File: config.mk
export PLATFORM = sky130hd
export DESIGN_NAME = rotate_three_points_about_center_flat
export DESIGN_NICKNAME = d
export VERILOG_FILES = /design/src/hw/rtl/rtpc_pkg.sv /design/src/hw/rtl/rtpc_if.sv /design/src/hw/rtl/rtpc_cordic.sv /design/src/hw/rtl/rtpc_scale.sv /design/src/hw/rtl/rotate_three_points_about_center.sv /design/src/flat_wrapper.sv
export VERILOG_INCLUDE_DIRS = /design/src /design/src/hw/rtl
export SDC_FILE = /design/constraint.sdc
export NUM_CORES = 2
export LEC_CHECK = 0
export BUFFER_PORTS_ARGS = -buffer_cell sky130_fd_sc_hd__buf_2
export CAP_MARGIN = 20
export CORE_ASPECT_RATIO = 0.5
export CORE_MARGIN = 1.5
export CORE_UTILIZATION = 50
export CTS_CLUSTER_DIAMETER = 150
export DETAILED_ROUTE_END_ITERATION = 10
export GPL_TIMING_DRIVEN = 1
export HOLD_SLACK_MARGIN = 0.1
export PLACE_DENSITY = 0.67
export SYNTH_ARGS = -nofsm -noshare
export SYNTH_HDL_FRONTEND = slang
export SYNTH_SLANG_ARGS = --single-unit
export TNS_END_PERCENT = 100
File: constraint.sdc
create_clock -name clk -period 13.67 [get_ports clk]
set_input_delay 0.6835 -clock clk [delete_from_list [all_inputs] [get_ports clk]]
set_output_delay 0.6835 -clock clk [all_outputs]
set_load 0.02 [all_outputs]
File: src/hw/rtl/rotate_three_points_about_center_defines.svh
// ----------------------------------------------------------------------------
// Clock hand rotator: assertion macros
// Immediate-implication and next-cycle checks, clocked on clk, off in reset.
// ----------------------------------------------------------------------------
`ifndef ROTATE_THREE_POINTS_ABOUT_CENTER_DEFINES_SVH
`define ROTATE_THREE_POINTS_ABOUT_CENTER_DEFINES_SVH

// cons must hold in the same cycle as ante
`define RTPC_ASSERT_NOW(lbl, ante, cons, msg) \
	lbl: assert property (@(posedge clk) disable iff (!arst_n) (ante) |-> (cons)) \
		else $error(msg);

// cons must hold in the cycle after ante
`define RTPC_ASSERT_NEXT(lbl, ante, cons, msg) \
	lbl: assert property (@(posedge clk) disable iff (!arst_n) (ante) |=> (cons)) \
		else $error(msg);

`endif

File: src/hw/rtl/rtpc_pkg.sv
// ----------------------------------------------------------------------------
// Clock hand rotator: package
// Widths, reset values, register codes, CORDIC arctangent table, control types.
// ----------------------------------------------------------------------------
package rtpc_pkg;

	localparam int COORD_W    = 32;
	localparam int MS_W       = 16;
	localparam int CFG_IDX_W  = 3;
	localparam int CFG_DATA_W = 32;
	localparam int XY_W       = 40;   // offset * 16 plus CORDIC growth
	localparam int ACC_W      = 64;
	localparam int IDX_W      = 5;    // arctangent table index
	localparam int OUT_SHIFT  = 28;

	localparam logic [23:0] GAIN_Q24   = 24'd10188014;
	localparam logic [31:0] HALF_QUAD  = 32'h2000_0000;

	// register codes
	localparam logic [CFG_IDX_W-1:0] CFG_CENTER_X    = 3'd0;
	localparam logic [CFG_IDX_W-1:0] CFG_CENTER_Y    = 3'd1;
	localparam logic [CFG_IDX_W-1:0] CFG_SECOND_RATE = 3'd2;
	localparam logic [CFG_IDX_W-1:0] CFG_MINUTE_RATE = 3'd3;
	localparam logic [CFG_IDX_W-1:0] CFG_HOUR_RATE   = 3'd4;

	// quadrant codes
	localparam logic [1:0] QUAD_0 = 2'd0;
	localparam logic [1:0] QUAD_1 = 2'd1;
	localparam logic [1:0] QUAD_2 = 2'd2;
	localparam logic [1:0] QUAD_3 = 2'd3;

	localparam logic [31:0] CENTER_X_RST    = 32'd32768000;
	localparam logic [31:0] CENTER_Y_RST    = 32'd19660800;
	localparam logic [31:0] SECOND_RATE_RST = 32'd71583;
	localparam logic [31:0] MINUTE_RATE_RST = 32'd1193;
	localparam logic [31:0] HOUR_RATE_RST   = 32'd20;
	localparam logic [31:0] TIP_X_RST       = 32'd32768000;

	typedef struct packed {
		logic load;
		logic step;
	} cordic_ctl_t;

	typedef struct packed {
		logic lo;
		logic hi;
	} scale_ctl_t;

	// 100, 150, 200 ... pixels in Q16.16
	function automatic logic [31:0] tip_y_rst(input int k);
		return 32'((100 + 50 * k) * 65536);
	endfunction

	// arctangent of 2^-i, in 2^-32 turn
	function automatic logic [31:0] atan_turn(input logic [IDX_W-1:0] i);
		logic [31:0] a;
		case (i)
			5'd0:  a = 32'h2000_0000;
			5'd1:  a = 32'h12E4_051E;
			5'd2:  a = 32'h09FB_385B;
			5'd3:  a = 32'h0511_11D4;
			5'd4:  a = 32'h028B_0D43;
			5'd5:  a = 32'h0145_D7E1;
			5'd6:  a = 32'h00A2_F61E;
			5'd7:  a = 32'h0051_7C55;
			5'd8:  a = 32'h0028_BE53;
			5'd9:  a = 32'h0014_5F2F;
			5'd10: a = 32'h000A_2F98;
			5'd11: a = 32'h0005_17CC;
			5'd12: a = 32'h0002_8BE6;
			5'd13: a = 32'h0001_45F3;
			5'd14: a = 32'h0000_A2FA;
			5'd15: a = 32'h0000_517D;
			5'd16: a = 32'h0000_28BE;
			5'd17: a = 32'h0000_145F;
			5'd18: a = 32'h0000_0A30;
			5'd19: a = 32'h0000_0518;
			5'd20: a = 32'h0000_028C;
			5'd21: a = 32'h0000_0146;
			5'd22: a = 32'h0000_00A3;
			5'd23: a = 32'h0000_0051;
			5'd24: a = 32'h0000_0029;
			5'd25: a = 32'h0000_0014;
			5'd26: a = 32'h0000_000A;
			5'd27: a = 32'h0000_0005;
			5'd28: a = 32'h0000_0003;
			5'd29: a = 32'h0000_0001;
			5'd30: a = 32'h0000_0001;
			default: a = 32'h0000_0000;
		endcase
		return a;
	endfunction

endpackage

File: src/hw/rtl/rtpc_if.sv
// ----------------------------------------------------------------------------
// Clock hand rotator: channel interfaces
// Tick request channel and hand tip result channel, valid/ready.
// ----------------------------------------------------------------------------
interface rtpc_tick_if;
	import rtpc_pkg::*;

	logic            valid;
	logic            ready;
	logic [MS_W-1:0] elapsed_ms;

	modport source (output valid, output elapsed_ms, input ready);
	modport sink (input valid, input elapsed_ms, output ready);
endinterface

interface rtpc_tip_if;
	import rtpc_pkg::*;

	logic                      valid;
	logic                      ready;
	logic signed [COORD_W-1:0] second_x;
	logic signed [COORD_W-1:0] second_y;
	logic signed [COORD_W-1:0] minute_x;
	logic signed [COORD_W-1:0] minute_y;
	logic signed [COORD_W-1:0] hour_x;
	logic signed [COORD_W-1:0] hour_y;

	modport source (output valid, output second_x, output second_y, output minute_x,
		output minute_y, output hour_x, output hour_y, input ready);
	modport sink (input valid, input second_x, input second_y, input minute_x,
		input minute_y, input hour_x, input hour_y, output ready);
endinterface

File: src/hw/rtl/rtpc_cordic.sv
// ----------------------------------------------------------------------------
// Clock hand rotator: CORDIC micro-rotation unit
// Loads the tip offset with quadrant pre-rotation, then one step per cycle while ctl.step is set.
// ----------------------------------------------------------------------------
module rtpc_cordic (
	input  logic                                clk,
	input  rtpc_pkg::cordic_ctl_t               ctl,
	input  logic [rtpc_pkg::IDX_W-1:0]          idx,
	input  logic signed [rtpc_pkg::COORD_W-1:0] tip_x,
	input  logic signed [rtpc_pkg::COORD_W-1:0] tip_y,
	input  logic signed [rtpc_pkg::COORD_W-1:0] center_x,
	input  logic signed [rtpc_pkg::COORD_W-1:0] center_y,
	input  logic [31:0]                         angle,
	output logic signed [rtpc_pkg::XY_W-1:0]    x,
	output logic signed [rtpc_pkg::XY_W-1:0]    y
);
	import rtpc_pkg::*;

	logic signed [XY_W-1:0] x_q, y_q;
	logic signed [31:0]     z_q;

	logic signed [COORD_W:0] off_x, off_y;
	logic signed [XY_W-1:0]  x0, y0, x_pre, y_pre;
	logic [31:0]             ang_sum;
	logic [1:0]              quad;
	logic signed [31:0]      z0;
	logic signed [XY_W-1:0]  xs, ys;
	logic signed [31:0]      at;

	always_comb begin
		off_x = {tip_x[COORD_W-1], tip_x} - {center_x[COORD_W-1], center_x};
		off_y = {tip_y[COORD_W-1], tip_y} - {center_y[COORD_W-1], center_y};
		x0    = {{(XY_W-COORD_W-5){off_x[COORD_W]}}, off_x, 4'b0000};
		y0    = {{(XY_W-COORD_W-5){off_y[COORD_W]}}, off_y, 4'b0000};
		ang_sum = angle + HALF_QUAD;
		quad    = ang_sum[31:30];
		z0      = $signed(angle - {quad, 30'b0});
		case (quad)
			QUAD_0: begin
				x_pre = x0;
				y_pre = y0;
			end
			QUAD_1: begin
				x_pre = -y0;
				y_pre = x0;
			end
			QUAD_2: begin
				x_pre = -x0;
				y_pre = -y0;
			end
			QUAD_3: begin
				x_pre = y0;
				y_pre = -x0;
			end
			default: begin
				x_pre = x0;
				y_pre = y0;
			end
		endcase
		xs = x_q >>> idx;
		ys = y_q >>> idx;
		at = $signed(atan_turn(idx));
	end

	always_ff @(posedge clk) begin
		if (ctl.load) begin
			x_q <= x_pre;
			y_q <= y_pre;
			z_q <= z0;
		end else if (ctl.step) begin
			if (!z_q[31]) begin
				x_q <= x_q - ys;
				y_q <= y_q + xs;
				z_q <= z_q - at;
			end else begin
				x_q <= x_q + ys;
				y_q <= y_q - xs;
				z_q <= z_q + at;
			end
		end
	end

	assign x = x_q;
	assign y = y_q;

endmodule

File: src/hw/rtl/rtpc_scale.sv
// ----------------------------------------------------------------------------
// Clock hand rotator: gain scaler
// Multiplies by the inverse CORDIC gain in two partial products, then rounds,
// adds the center and saturates to Q16.16.
// ----------------------------------------------------------------------------
module rtpc_scale (
	input  logic                                clk,
	input  rtpc_pkg::scale_ctl_t                ctl,
	input  logic signed [rtpc_pkg::XY_W-1:0]    operand,
	input  logic signed [rtpc_pkg::COORD_W-1:0] center,
	output logic signed [rtpc_pkg::COORD_W-1:0] result
);
	import rtpc_pkg::*;

	localparam int RND_W  = ACC_W - OUT_SHIFT;
	localparam int PROD_W = 46;

	logic signed [ACC_W-1:0] acc_q;

	logic signed [20:0]       mul_a;
	logic signed [PROD_W-1:0] prod;
	logic signed [RND_W-1:0]  rnd;
	logic signed [RND_W:0]    sum;

	// one multiplier: low 20 bits unsigned first, signed upper part second
	assign mul_a = ctl.hi ? $signed({operand[XY_W-1], operand[XY_W-1:20]})
	                      : $signed({1'b0, operand[19:0]});
	assign prod  = mul_a * $signed({1'b0, GAIN_Q24});

	always_ff @(posedge clk) begin
		if (ctl.lo) begin
			// rounding half folded in here
			acc_q <= $signed({{(ACC_W-PROD_W){prod[PROD_W-1]}}, prod})
				+ $signed(ACC_W'(64'd1 << (OUT_SHIFT - 1)));
		end else if (ctl.hi) begin
			acc_q <= acc_q + $signed({prod[43:0], 20'b0});
		end
	end

	always_comb begin
		rnd = acc_q[ACC_W-1:OUT_SHIFT];
		sum = {{(RND_W + 1 - COORD_W){center[COORD_W-1]}}, center} + {rnd[RND_W-1], rnd};
		if (!sum[RND_W] && (sum[RND_W-1:COORD_W-1] != '0)) begin
			result = {1'b0, {(COORD_W-1){1'b1}}};
		end else if (sum[RND_W] && (sum[RND_W-1:COORD_W-1] != '1)) begin
			result = {1'b1, {(COORD_W-1){1'b0}}};
		end else begin
			result = sum[COORD_W-1:0];
		end
	end

endmodule

File: src/hw/rtl/rotate_three_points_about_center.sv
// ----------------------------------------------------------------------------
// Clock hand rotator: top level
// Turns each hand tip about the center by rate * elapsed ms per tick request.
// ----------------------------------------------------------------------------
// Each tick request carries elapsed_ms; every hand is rotated in turn through
// one shared CORDIC micro-rotation stage (one step per cycle) and one shared
// 21x25 partial-product multiplier, and a single result with all six tip
// coordinates follows. A request is taken only in S_IDLE, so a new one is
// not accepted until the sequencer has finished the last one and registered
// its result; the next request may be accepted while a result still waits
// on tip_ch. Config writes must only be made while no request is in flight.
`include "rotate_three_points_about_center_defines.svh"

module rotate_three_points_about_center #(
	parameter int HAND_COUNT   = 3,
	parameter int CORDIC_STEPS = 24
) (
	input  logic                              clk,
	input  logic                              arst_n,
	rtpc_tick_if.sink                         tick_ch,
	rtpc_tip_if.source                        tip_ch,
	input  logic                              cfg_we,
	input  logic [rtpc_pkg::CFG_IDX_W-1:0]    cfg_index,
	input  logic [rtpc_pkg::CFG_DATA_W-1:0]   cfg_data
);
	import rtpc_pkg::*;

	localparam int HAND_W = (HAND_COUNT > 1) ? $clog2(HAND_COUNT) : 1;
	localparam int STEP_W = $clog2(CORDIC_STEPS);
	localparam logic [HAND_W-1:0] HAND_LAST = HAND_W'(HAND_COUNT - 1);
	localparam logic [STEP_W-1:0] STEP_LAST = STEP_W'(CORDIC_STEPS - 1);

	typedef enum logic [10:0] {
		S_IDLE  = 11'b000_0000_0001,
		S_ANGLE = 11'b000_0000_0010,
		S_LOAD  = 11'b000_0000_0100,
		S_ITER  = 11'b000_0000_1000,
		S_X_LO  = 11'b000_0001_0000,
		S_X_HI  = 11'b000_0010_0000,
		S_X_WR  = 11'b000_0100_0000,
		S_Y_LO  = 11'b000_1000_0000,
		S_Y_HI  = 11'b001_0000_0000,
		S_Y_WR  = 11'b010_0000_0000,
		S_DONE  = 11'b100_0000_0000
	} state_t;

	state_t state_q;

	logic signed [COORD_W-1:0] center_x_q, center_y_q;
	logic [31:0]               second_rate_q, minute_rate_q, hour_rate_q;
	logic signed [COORD_W-1:0] tip_x_q [HAND_COUNT];
	logic signed [COORD_W-1:0] tip_y_q [HAND_COUNT];

	logic [HAND_W-1:0] hand_q;
	logic [STEP_W-1:0] step_q;
	logic [MS_W-1:0]   ms_q;
	logic [31:0]       angle_q;
	logic              out_valid_q;
	logic signed [COORD_W-1:0] out_x_q [3];
	logic signed [COORD_W-1:0] out_y_q [3];

	logic                      in_acc, out_free, sel_y;
	logic [31:0]               rate_sel;
	logic [47:0]               ang_full;
	cordic_ctl_t               cordic_ctl;
	scale_ctl_t                scale_ctl;
	logic signed [XY_W-1:0]    cx, cy, scale_op;
	logic signed [COORD_W-1:0] scale_res, scale_center;
	logic signed [COORD_W-1:0] res_x [3];
	logic signed [COORD_W-1:0] res_y [3];

	assign tick_ch.ready = (state_q == S_IDLE);
	assign in_acc        = tick_ch.valid && tick_ch.ready;
	assign out_free      = !out_valid_q || tip_ch.ready;

	always_comb begin
		if (hand_q == '0) begin
			rate_sel = second_rate_q;
		end else if (hand_q == HAND_W'(1)) begin
			rate_sel = minute_rate_q;
		end else begin
			rate_sel = hour_rate_q;
		end
		ang_full = rate_sel * ms_q;

		cordic_ctl.load = (state_q == S_LOAD);
		cordic_ctl.step = (state_q == S_ITER);
		scale_ctl.lo    = (state_q == S_X_LO) || (state_q == S_Y_LO);
		scale_ctl.hi    = (state_q == S_X_HI) || (state_q == S_Y_HI);
		sel_y           = (state_q == S_Y_LO) || (state_q == S_Y_HI) || (state_q == S_Y_WR);
		scale_op        = sel_y ? cy : cx;
		scale_center    = sel_y ? center_y_q : center_x_q;
	end

	rtpc_cordic u_cordic (
		.clk      (clk),
		.ctl      (cordic_ctl),
		.idx      (IDX_W'(step_q)),
		.tip_x    (tip_x_q[hand_q]),
		.tip_y    (tip_y_q[hand_q]),
		.center_x (center_x_q),
		.center_y (center_y_q),
		.angle    (angle_q),
		.x        (cx),
		.y        (cy)
	);

	rtpc_scale u_scale (
		.clk     (clk),
		.ctl     (scale_ctl),
		.operand (scale_op),
		.center  (scale_center),
		.result  (scale_res)
	);

	// configuration
	always_ff @(posedge clk or negedge arst_n) begin
		if (!arst_n) begin
			center_x_q    <= CENTER_X_RST;
			center_y_q    <= CENTER_Y_RST;
			second_rate_q <= SECOND_RATE_RST;
			minute_rate_q <= MINUTE_RATE_RST;
			hour_rate_q   <= HOUR_RATE_RST;
		end else if (cfg_we) begin
			case (cfg_index)
				CFG_CENTER_X:    center_x_q    <= cfg_data;
				CFG_CENTER_Y:    center_y_q    <= cfg_data;
				CFG_SECOND_RATE: second_rate_q <= cfg_data;
				CFG_MINUTE_RATE: minute_rate_q <= cfg_data;
				CFG_HOUR_RATE:   hour_rate_q   <= cfg_data;
				default: ;
			endcase
		end
	end

	// hand tips
	always_ff @(posedge clk or negedge arst_n) begin
		if (!arst_n) begin
			for (int k = 0; k < HAND_COUNT; k++) begin
				tip_x_q[k] <= TIP_X_RST;
				tip_y_q[k] <= tip_y_rst(k);
			end
		end else if (state_q == S_X_WR) begin
			tip_x_q[hand_q] <= scale_res;
		end else if (state_q == S_Y_WR) begin
			tip_y_q[hand_q] <= scale_res;
		end
	end

	// sequencer
	always_ff @(posedge clk or negedge arst_n) begin
		if (!arst_n) begin
			state_q <= S_IDLE;
			hand_q  <= '0;
			step_q  <= '0;
		end else begin
			case (state_q)
				S_IDLE: begin
					if (in_acc) begin
						hand_q  <= '0;
						state_q <= S_ANGLE;
					end
				end
				S_ANGLE: state_q <= S_LOAD;
				S_LOAD: begin
					step_q  <= '0;
					state_q <= S_ITER;
				end
				S_ITER: begin
					if (step_q == STEP_LAST) begin
						state_q <= S_X_LO;
					end else begin
						step_q <= step_q + STEP_W'(1);
					end
				end
				S_X_LO: state_q <= S_X_HI;
				S_X_HI: state_q <= S_X_WR;
				S_X_WR: state_q <= S_Y_LO;
				S_Y_LO: state_q <= S_Y_HI;
				S_Y_HI: state_q <= S_Y_WR;
				S_Y_WR: begin
					if (hand_q == HAND_LAST) begin
						state_q <= S_DONE;
					end else begin
						hand_q  <= hand_q + HAND_W'(1);
						state_q <= S_ANGLE;
					end
				end
				S_DONE: begin
					if (out_free) begin
						state_q <= S_IDLE;
					end
				end
				default: state_q <= S_IDLE;
			endcase
		end
	end

	always_ff @(posedge clk) begin
		if (in_acc) begin
			ms_q <= tick_ch.elapsed_ms;
		end
		if (state_q == S_ANGLE) begin
			angle_q <= ang_full[31:0];
		end
	end

	// missing hands read as zero
	for (genvar k = 0; k < 3; k++) begin : g_res
		if (k < HAND_COUNT) begin : g_hand
			assign res_x[k] = tip_x_q[k];
			assign res_y[k] = tip_y_q[k];
		end else begin : g_none
			assign res_x[k] = '0;
			assign res_y[k] = '0;
		end
	end

	// result register
	always_ff @(posedge clk or negedge arst_n) begin
		if (!arst_n) begin
			out_valid_q <= 1'b0;
		end else if ((state_q == S_DONE) && out_free) begin
			out_valid_q <= 1'b1;
		end else if (tip_ch.ready) begin
			out_valid_q <= 1'b0;
		end
	end

	always_ff @(posedge clk) begin
		if ((state_q == S_DONE) && out_free) begin
			for (int k = 0; k < 3; k++) begin
				out_x_q[k] <= res_x[k];
				out_y_q[k] <= res_y[k];
			end
		end
	end

	assign tip_ch.valid    = out_valid_q;
	assign tip_ch.second_x = out_x_q[0];
	assign tip_ch.second_y = out_y_q[0];
	assign tip_ch.minute_x = out_x_q[1];
	assign tip_ch.minute_y = out_y_q[1];
	assign tip_ch.hour_x   = out_x_q[2];
	assign tip_ch.hour_y   = out_y_q[2];

	`RTPC_ASSERT_NEXT(a_accept_starts, in_acc, state_q == S_ANGLE, "request did not start a hand")
	`RTPC_ASSERT_NOW(a_step_bound, state_q == S_ITER, step_q <= STEP_LAST, "CORDIC step out of range")
	`RTPC_ASSERT_NEXT(a_iter_ends, (state_q == S_ITER) && (step_q == STEP_LAST),
		state_q == S_X_LO, "CORDIC did not hand over to scaler")
	`RTPC_ASSERT_NEXT(a_last_hand, (state_q == S_Y_WR) && (hand_q == HAND_LAST),
		state_q == S_DONE, "last hand did not finish request")
	`RTPC_ASSERT_NEXT(a_result_out, (state_q == S_DONE) && out_free,
		out_valid_q && (state_q == S_IDLE), "finished request not presented")

endmodule
File: src/flat_wrapper.sv
// flat-port wrapper written by rule: the top's interface ports become plain ports
module rotate_three_points_about_center_flat import rtpc_pkg::*;
#(
	parameter int HAND_COUNT   = 3,
	parameter int CORDIC_STEPS = 24
)
  (clk, arst_n, cfg_we, cfg_index, cfg_data, tick_ch_valid, tick_ch_elapsed_ms, tick_ch_ready, tip_ch_valid, tip_ch_second_x, tip_ch_second_y, tip_ch_minute_x, tip_ch_minute_y, tip_ch_hour_x, tip_ch_hour_y, tip_ch_ready);
  rtpc_tick_if tick_ch_i ();
  rtpc_tip_if tip_ch_i ();
  input  logic clk;
  input  logic arst_n;
  input  logic cfg_we;
  input  logic [rtpc_pkg::CFG_IDX_W-1:0] cfg_index;
  input  logic [rtpc_pkg::CFG_DATA_W-1:0] cfg_data;
  input wire logic [$bits(tick_ch_i.valid)-1:0] tick_ch_valid;
  input wire logic [$bits(tick_ch_i.elapsed_ms)-1:0] tick_ch_elapsed_ms;
  output wire logic [$bits(tick_ch_i.ready)-1:0] tick_ch_ready;
  output wire logic [$bits(tip_ch_i.valid)-1:0] tip_ch_valid;
  output wire logic [$bits(tip_ch_i.second_x)-1:0] tip_ch_second_x;
  output wire logic [$bits(tip_ch_i.second_y)-1:0] tip_ch_second_y;
  output wire logic [$bits(tip_ch_i.minute_x)-1:0] tip_ch_minute_x;
  output wire logic [$bits(tip_ch_i.minute_y)-1:0] tip_ch_minute_y;
  output wire logic [$bits(tip_ch_i.hour_x)-1:0] tip_ch_hour_x;
  output wire logic [$bits(tip_ch_i.hour_y)-1:0] tip_ch_hour_y;
  input wire logic [$bits(tip_ch_i.ready)-1:0] tip_ch_ready;
  assign tick_ch_i.valid = tick_ch_valid;
  assign tick_ch_i.elapsed_ms = tick_ch_elapsed_ms;
  assign tick_ch_ready = tick_ch_i.ready;
  assign tip_ch_valid = tip_ch_i.valid;
  assign tip_ch_second_x = tip_ch_i.second_x;
  assign tip_ch_second_y = tip_ch_i.second_y;
  assign tip_ch_minute_x = tip_ch_i.minute_x;
  assign tip_ch_minute_y = tip_ch_i.minute_y;
  assign tip_ch_hour_x = tip_ch_i.hour_x;
  assign tip_ch_hour_y = tip_ch_i.hour_y;
  assign tip_ch_i.ready = tip_ch_ready;
  rotate_three_points_about_center #(.HAND_COUNT(HAND_COUNT), .CORDIC_STEPS(CORDIC_STEPS)) u_core (.clk(clk), .arst_n(arst_n), .tick_ch(tick_ch_i), .tip_ch(tip_ch_i), .cfg_we(cfg_we), .cfg_index(cfg_index), .cfg_data(cfg_data));
endmodule
; After elaboration in Yosys (flattened, before gate mapping)
; Memory sizes are Yosys's and may differ from the RTL's.
; Cells that the tools add are included.
[word_totals]
ff_bits = 595
ramBits = 192
romBits = 960
elab_cells = 149
mem_count = 3
[mem_list]
columns = name, words, word_bits, read_ports, rd_ports_with_merged_regs, wr, line
row1 = (no name shown), 32, 30, 1, 0, 0, rtpc_pkg.sv:57  ; case (i)
row2 = u_core.out_x_q, 3, 32, 3, 0, 3, rotate_three_points_about_center.sv:59  ; logic signed [COORD_W-1:0] out_x_q [3];
row3 = u_core.out_y_q, 3, 32, 3, 0, 3, rotate_three_points_about_center.sv:60  ; logic signed [COORD_W-1:0] out_y_q [3];
[classes]
add_sub_neg = 17
n_mul = 2
n_lt_le_gt_ge = 2
eq_ne = 27
n_shift = 2
mux = 44
bitwise_logic = 2
n_reduce_logical = 29
[ops]
columns = op, count
row1 = $mux 32, 13
row2 = $pmux 40 s4, 2
row3 = $mux 40, 7
row4 = $bwmux 96, 2
row5 = $bmux 32 s2, 2
row6 = $mux 64, 2
row7 = $pmux 11 s11, 1
row8 = $add 40x40->40, 2
row9 = $neg 37->40, 2
row10 = $sshr 40x5->40, 2
row11 = $sub 40x40->40, 2
row12 = $sub 32x32->33, 2
row13 = $add 64x64->64, 1
row14 = $demux 32 s2, 1
row15 = $sub 32x32->32, 2
row16 = $add 46x29->47 const B, 1
row17 = $mul 21x24->45 const B, 1
row18 = $mux 11, 4
row19 = $add 32x36->37, 1
row20 = $add 32x30->32 const B, 1
row21 = $add 32x32->32, 1
row22 = $mul 32x16->32, 1
row23 = $mux 21, 1
row24 = $reduce_and 2->1, 7
row25 = 39 further kinds, 64

; Depth between registers and ports, before layout
[logic_depth]
ltp_word = 10
mapped_depth = 43

; Hierarchy
; A second synthesis with hierarchy kept.
[hier_totals]
cells_unflattened = 7910
area_unflattened_um2 = 77369.2
[modules_own_cells]
columns = mod, n_inst, cells_per_inst, area_per_inst_um2
row1 = rotate_three_points_about_center, 1, 2841, 35550.3
row2 = rtpc_cordic, 1, 3237, 25557.0
row3 = rtpc_scale, 1, 1832, 16261.8

; Least setup slack after synthesis
; Ideal clock, no wire load.
[synth_timing]
path_type = reg-to-reg
start = reg u_core.state_q[9]
end = mem u_core.out_x_q[0][0] (enable)
setup_ns = 0.767
arrival_time_ns = 10.098
required_ns = 12.903
slack_ns = 2.805
stages_incl_launch_ff = 8
path_buffers = 1
path_cell_list = dfrtp_1 or2_2 clkbuf_1 nor4_1 nand2_1 nor3_1 nand3b_1 nor2b_1
[synth_lines]
columns = item, line
row1 = start: declaration, rotate_three_points_about_center.sv:47  ; state_t state_q;
row2 = start signal: assignment, rotate_three_points_about_center.sv:153  ; state_q <= S_IDLE;
row3 = start signal: assignment, rotate_three_points_about_center.sv:161  ; state_q <= S_ANGLE;
row4 = start signal: assignment, rotate_three_points_about_center.sv:164  ; S_ANGLE: state_q <= S_LOAD;
row5 = end: declaration, rotate_three_points_about_center.sv:59

; Final worst setup path
[layout_timing]
start = reg u_core.state_q[4]
end = reg u_core.u_scale.acc_q[62] (data pin)
[layout_via]
elab_chain_len = 9
word_cells_on_any_way = 16
cone_classes = add/sub: 2 / mul: 1 / eq/ne: 5 / mux: 4 / reduce/logical: 4
[layout_lines]
columns = item, line
row1 = $eq 11x8->1 / $eq 11x9->1 (equally long branches), "rotate_three_points_about_center.sv:88, rotate_three_points_about_center.sv:90, rotate_three_points_about_center.sv:89"
row2 = $logic_or 1x1->1 (2 in series), rotate_three_points_about_center.sv:90  ; sel_y = (state_q == S_Y_LO) || (state_q == S_Y_HI) || (state_q == S_Y_WR);
row3 = $mux 40, rotate_three_points_about_center.sv:91  ; scale_op = sel_y ? cy : cx;
row4 = $mux 21, rtpc_scale.sv:26  ; assign mul_a = ctl.hi ? $signed({operand[XY_W-1], operand[XY_W-1:20]})
row5 = $mul 21x24->45, rtpc_scale.sv:28  ; assign prod = mul_a * $signed({1'b0, GAIN_Q24});
row6 = $add 64x64->64, rtpc_scale.sv:36  ; acc_q <= acc_q + $signed({prod[43:0], 20'b0});
row7 = $mux 64, rtpc_scale.sv:35  ; end else if (ctl.hi) begin
row8 = $mux 64 (*), rtpc_scale.sv:31  ; if (ctl.lo) begin
row9 = end signal: assignment, rtpc_scale.sv:33  ; acc_q <= $signed({{(ACC_W-PROD_W){prod[PROD_W-1]}}, prod})
row10 = end signal: assignment, rtpc_scale.sv:36
row11 = end: declaration, rtpc_scale.sv:18  ; logic signed [ACC_W-1:0] acc_q;
; Mark *: on every way between the ends. The rest lies on a longest branch, timed or not. The select of a mux whose other input is x is not followed.
; A chain may end at the register's enable or synchronous reset.

==> reports/results.md <==
| Quantity | This run | Unit |
| --- | --- | --- |
| Outcome | complete, no violations | - |
| Final setup violating endpoints | 0 | - |
| Master of the slowest instance on the critical path | sky130_fd_sc_hd__a2111oi_0 | - |
| Tcrit/Tclk final | 88.3 | % |
| Critical setup path kind | reg -> reg | - |
| Fraction of the yosys area taken by sequential cells | 28.8 | % |
| Number of cell rows | 99 | - |
| Proportion of synthesized flip-flops having asynchronous set or reset | 48.4 | % |
| Synthesized flop and latch total | 766 | - |
| Synth Warn # | 0 | - |
| Met2 Resource Use GR | 48.1 | % |
| Root buf cell | sky130_fd_sc_hd__clkbuf_16 | - |
| Crit path capture type | flop | - |
| Class of the worst hold path | in -> async | - |
| Routed vias/inst | 6.09 | - |
| Post-CTS Repair Setup Buffers | 0 | - |
| Hpwl dp | 187000 | µm |
| Max-cap violation count | 0 | - |
| Clock Latency Late Sink | 0.71 | ns |
| Grt peak-use layer | met2 | - |
| Cell area after synthesis | 73700 | µm² |
| # port buffers | 249 | - |
| Final worst clock skew | 0.0591 | ns |
| Vias after detailed routing | 60200 | - |
| Number of DRC violations after detailed routing | 0 | - |
| Mapped Avg Cell Area | 9.48 | µm² |
| Clock tree from TritonCTS | built | - |
| Count of instances resized after the clock tree is built | 0 | - |
| First-pass GRT wire length | 360000 | µm |
| Top_reg_cell synth | sky130_fd_sc_hd__edfxtp_1 | - |
| First-pass DRT Iterations | 9 | - |
| Overall overflow remaining after global route | 0 | - |
| Effective utilization at floorplan | 50.5 | % |
| DRC violation total after the first TritonRoute iteration | 6999 | - |
| Area growth, synth to finish | 7.74 | % |
| Final ANT Viol Nets | 0 | - |
| Cts bufs inserted | 76 | - |
| Critical path peak fanout | 15 | - |
| Unrepaired setup endpoints after global routing | no | - |
| Met1 capacity usage during global routing | 44.8 | % |
| Number of library cell types mapped by synthesis | 105 | - |
| # H-tree levels | 3 | - |
| Die outline width | 546 | µm |
| Core footprint | 146000 | µm² |
| Reg-to-Reg End | u_core.u_scale.acc_q[62] | - |
| Filler instances | 13000 | - |
| FF-to-FF setup slack | 1.60 | ns |
| Gp weighted congestion | 1.02 | - |
| Required time at the endpoint of the critical path | 14.12 | ns |
| Clock-pin slew on the worst setup and hold paths | 0.07 | ns |
| Worst reg2reg path startpoint | u_core.state_q[4] | - |
| Die Y-Extent | 274 | µm |
| Layout cell share with drive strength beyond 1 | 11.3 | % |
| Pin count of the biggest net entering global routing | 138 | - |
| Relative slew slack | 20.4 | % |
| Mapped Cells | 7773 | - |
| WL final | 240000 | µm |
| Delay contributed by the slowest stage of the critical path | 0.70 | ns |
| Initial antenna violation count | 30 | - |
| Critical path launch point type | flop | - |
| Arrival time worst endpoint | 12.52 | ns |
| Net total in the final layout | 8942 | - |
| Post-layout minimum cycle time | 12.07 | ns |
| Post-synth EDFFs | 395 | - |
| Count of cells along the worst register-to-register path | 39 | - |
| Accumulated negative setup slack | 0 | ns |
| Fmax achieved | 82.9 | MHz |
| Global routing usage summed across all routing layers | 31.7 | % |
| Worst-margin pin slew | 1.19 | ns |
| Number of failing hold endpoints at the final stage | 0 | - |
| Die Outline Area | 150000 | µm² |
| Wire per inst | 24.3 | µm |
| Count of hold buffers inserted by post-cts repair | 0 | - |
| Net count after synthesis | 8878 | - |
| Total count of max-transition violations in the final report | 0 | - |
| Num Clock Sinks | 766 | - |
| Number of global-route vias before repair | 57200 | - |
| Maximum clock path buffer count | 3 | - |
| Count of pins on the block boundary | 250 | - |
| Met3 global-route usage | 8.18 | % |
registers in the layout, indices dropped and copies added (netlist names), 40 cells and up:
name	count
u_core.out_x_q	96
u_core.res_y	96
u_core.u_cordic.y	40
u_core.u_scale.acc_q	43
u_core.out_y_q	96
u_core.res_x	96
u_core.u_cordic.x	40
per-stage QoR:
stage / instance area, µm² / util (%) / setup slack [ns] / hold slack [ns] / cells
global route: 79400 / 54.4 / 0.719 / 0.124 / 9874
detailed placement: 76700 / 52.6 / 1.74 / 0.454 / 9723
global placement: 76700 / 52.6 / 1.88 / 0.453 / 9723
finish: 79400 / 54.4 / 1.60 / 0.0560 / 9878
CTS: 79300 / 54.3 / 1.75 / 0.107 / 9864
floorplan: 73700 / - / 2.81 / 0.388 / 7773
placed cells by master (no fill, tap or decap), types with 106 or more instances in the layout:
| master | n |
|---|---|
| sky130_fd_sc_hd__xnor2_1 | 304 |
| sky130_fd_sc_hd__mux2i_1 | 149 |
| sky130_fd_sc_hd__and2_1 | 189 |
| sky130_fd_sc_hd__buf_2 | 248 |
| sky130_fd_sc_hd__ha_1 | 532 |
| sky130_fd_sc_hd__dfrtp_1 | 307 |
| sky130_fd_sc_hd__nand2_1 | 816 |
| sky130_fd_sc_hd__fa_1 | 514 |
| sky130_fd_sc_hd__a21oi_1 | 628 |
| sky130_fd_sc_hd__mux2_2 | 147 |
| sky130_fd_sc_hd__xor2_1 | 191 |
| sky130_fd_sc_hd__mux4_2 | 106 |
| sky130_fd_sc_hd__inv_1 | 736 |
| sky130_fd_sc_hd__o21ai_0 | 468 |
| sky130_fd_sc_hd__edfxtp_1 | 395 |
| sky130_fd_sc_hd__a21o_1 | 148 |
| sky130_fd_sc_hd__nor2_1 | 563 |
critical path: cells and delay by family (launching register included):
family	cells	cell delay, ns
adder cells (fa/ha/maj)	9	4.22
AO/OA/AOI/OAI	14	3.62
XOR/XNOR	2	0.44
flip-flops	1	0.42
AND/OR/NAND/NOR	9	2.62
buffers and inverters	5	0.49
cells in the mapped netlist, types with 62 or more instances:
master	instances	share of area, %
sky130_fd_sc_hd__nand2_1	818	4.2
sky130_fd_sc_hd__inv_1	737	3.8
sky130_fd_sc_hd__a21oi_1	628	4.3
sky130_fd_sc_hd__nor2_1	567	2.9
sky130_fd_sc_hd__ha_1	535	9.1
sky130_fd_sc_hd__fa_1	514	14
sky130_fd_sc_hd__o21ai_0	483	3.3
sky130_fd_sc_hd__edfxtp_1	395	16
sky130_fd_sc_hd__dfrtp_1	314	11
sky130_fd_sc_hd__xnor2_1	305	3.6
sky130_fd_sc_hd__clkbuf_1	272	1.4
sky130_fd_sc_hd__and2_1	195	1.7
sky130_fd_sc_hd__xor2_1	192	2.3
sky130_fd_sc_hd__mux2i_1	149	2.0
sky130_fd_sc_hd__a21o_1	148	1.5
sky130_fd_sc_hd__mux2_2	147	2.2
sky130_fd_sc_hd__mux4_2	106	3.2
sky130_fd_sc_hd__nor3_1	96	0.65
sky130_fd_sc_hd__nand3_1	85	0.58
sky130_fd_sc_hd__o211ai_1	64	0.65
sky130_fd_sc_hd__a31oi_1	62	0.53
cells by family (layout without fill, tap and decap cells):
logic type,Yosys count,after routing,synth area share [%]
buf+inv,1101,1228,5.92
fa+ha+maj,1049,1049,23.0
simple gates,2138,2138,13.4
compound gates,1803,1803,14.9
xor+xnor,498,498,5.93
mux,418,418,8.01
other cells,0,9,0
flops,766,766,28.8
final cells by class:
cell class,count,area [µm²],area share [%]
clock buffer,94,2020,2.54
antenna,9,22.5,0.0284
clock inverter,47,573,0.722
inverter,739,2780,3.49
sequential,766,21200,26.7
tap,1969,2460,3.10
timing repair buffer,348,2020,2.55
multi-input combinational,5906,48300,60.8
worst max-delay path by stage:
stage | startpoint | endpoint | slack (ns) | depth (start not counted)
finish | u_core.state_q[4] | u_core.u_scale.acc_q[62] | 1.60 | 39
detailed placement | u_core.state_q[4] | u_core.u_scale.acc_q[62] | 1.74 | 39
global route | u_core.state_q[4] | u_core.u_scale.acc_q[62] | 0.72 | 39
global placement | u_core.state_q[10] | u_core.u_scale.acc_q[62] | 1.88 | 39
CTS | u_core.state_q[4] | u_core.u_scale.acc_q[62] | 1.75 | 39
floorplan | u_core.state_q[9] | u_core.out_x_q[0][0] | 2.81 | 7
routing by layer:
metal	wire, µm	up-vias
li1	-	27100
met1	102000	29900
met2	105000	2793
met3	27200	394
met4	6680	8
met5	57	-
Power is left out: the tool's default activity adds up to more than one toggle a clock period on the data nets, which glitch-free logic cannot reach.
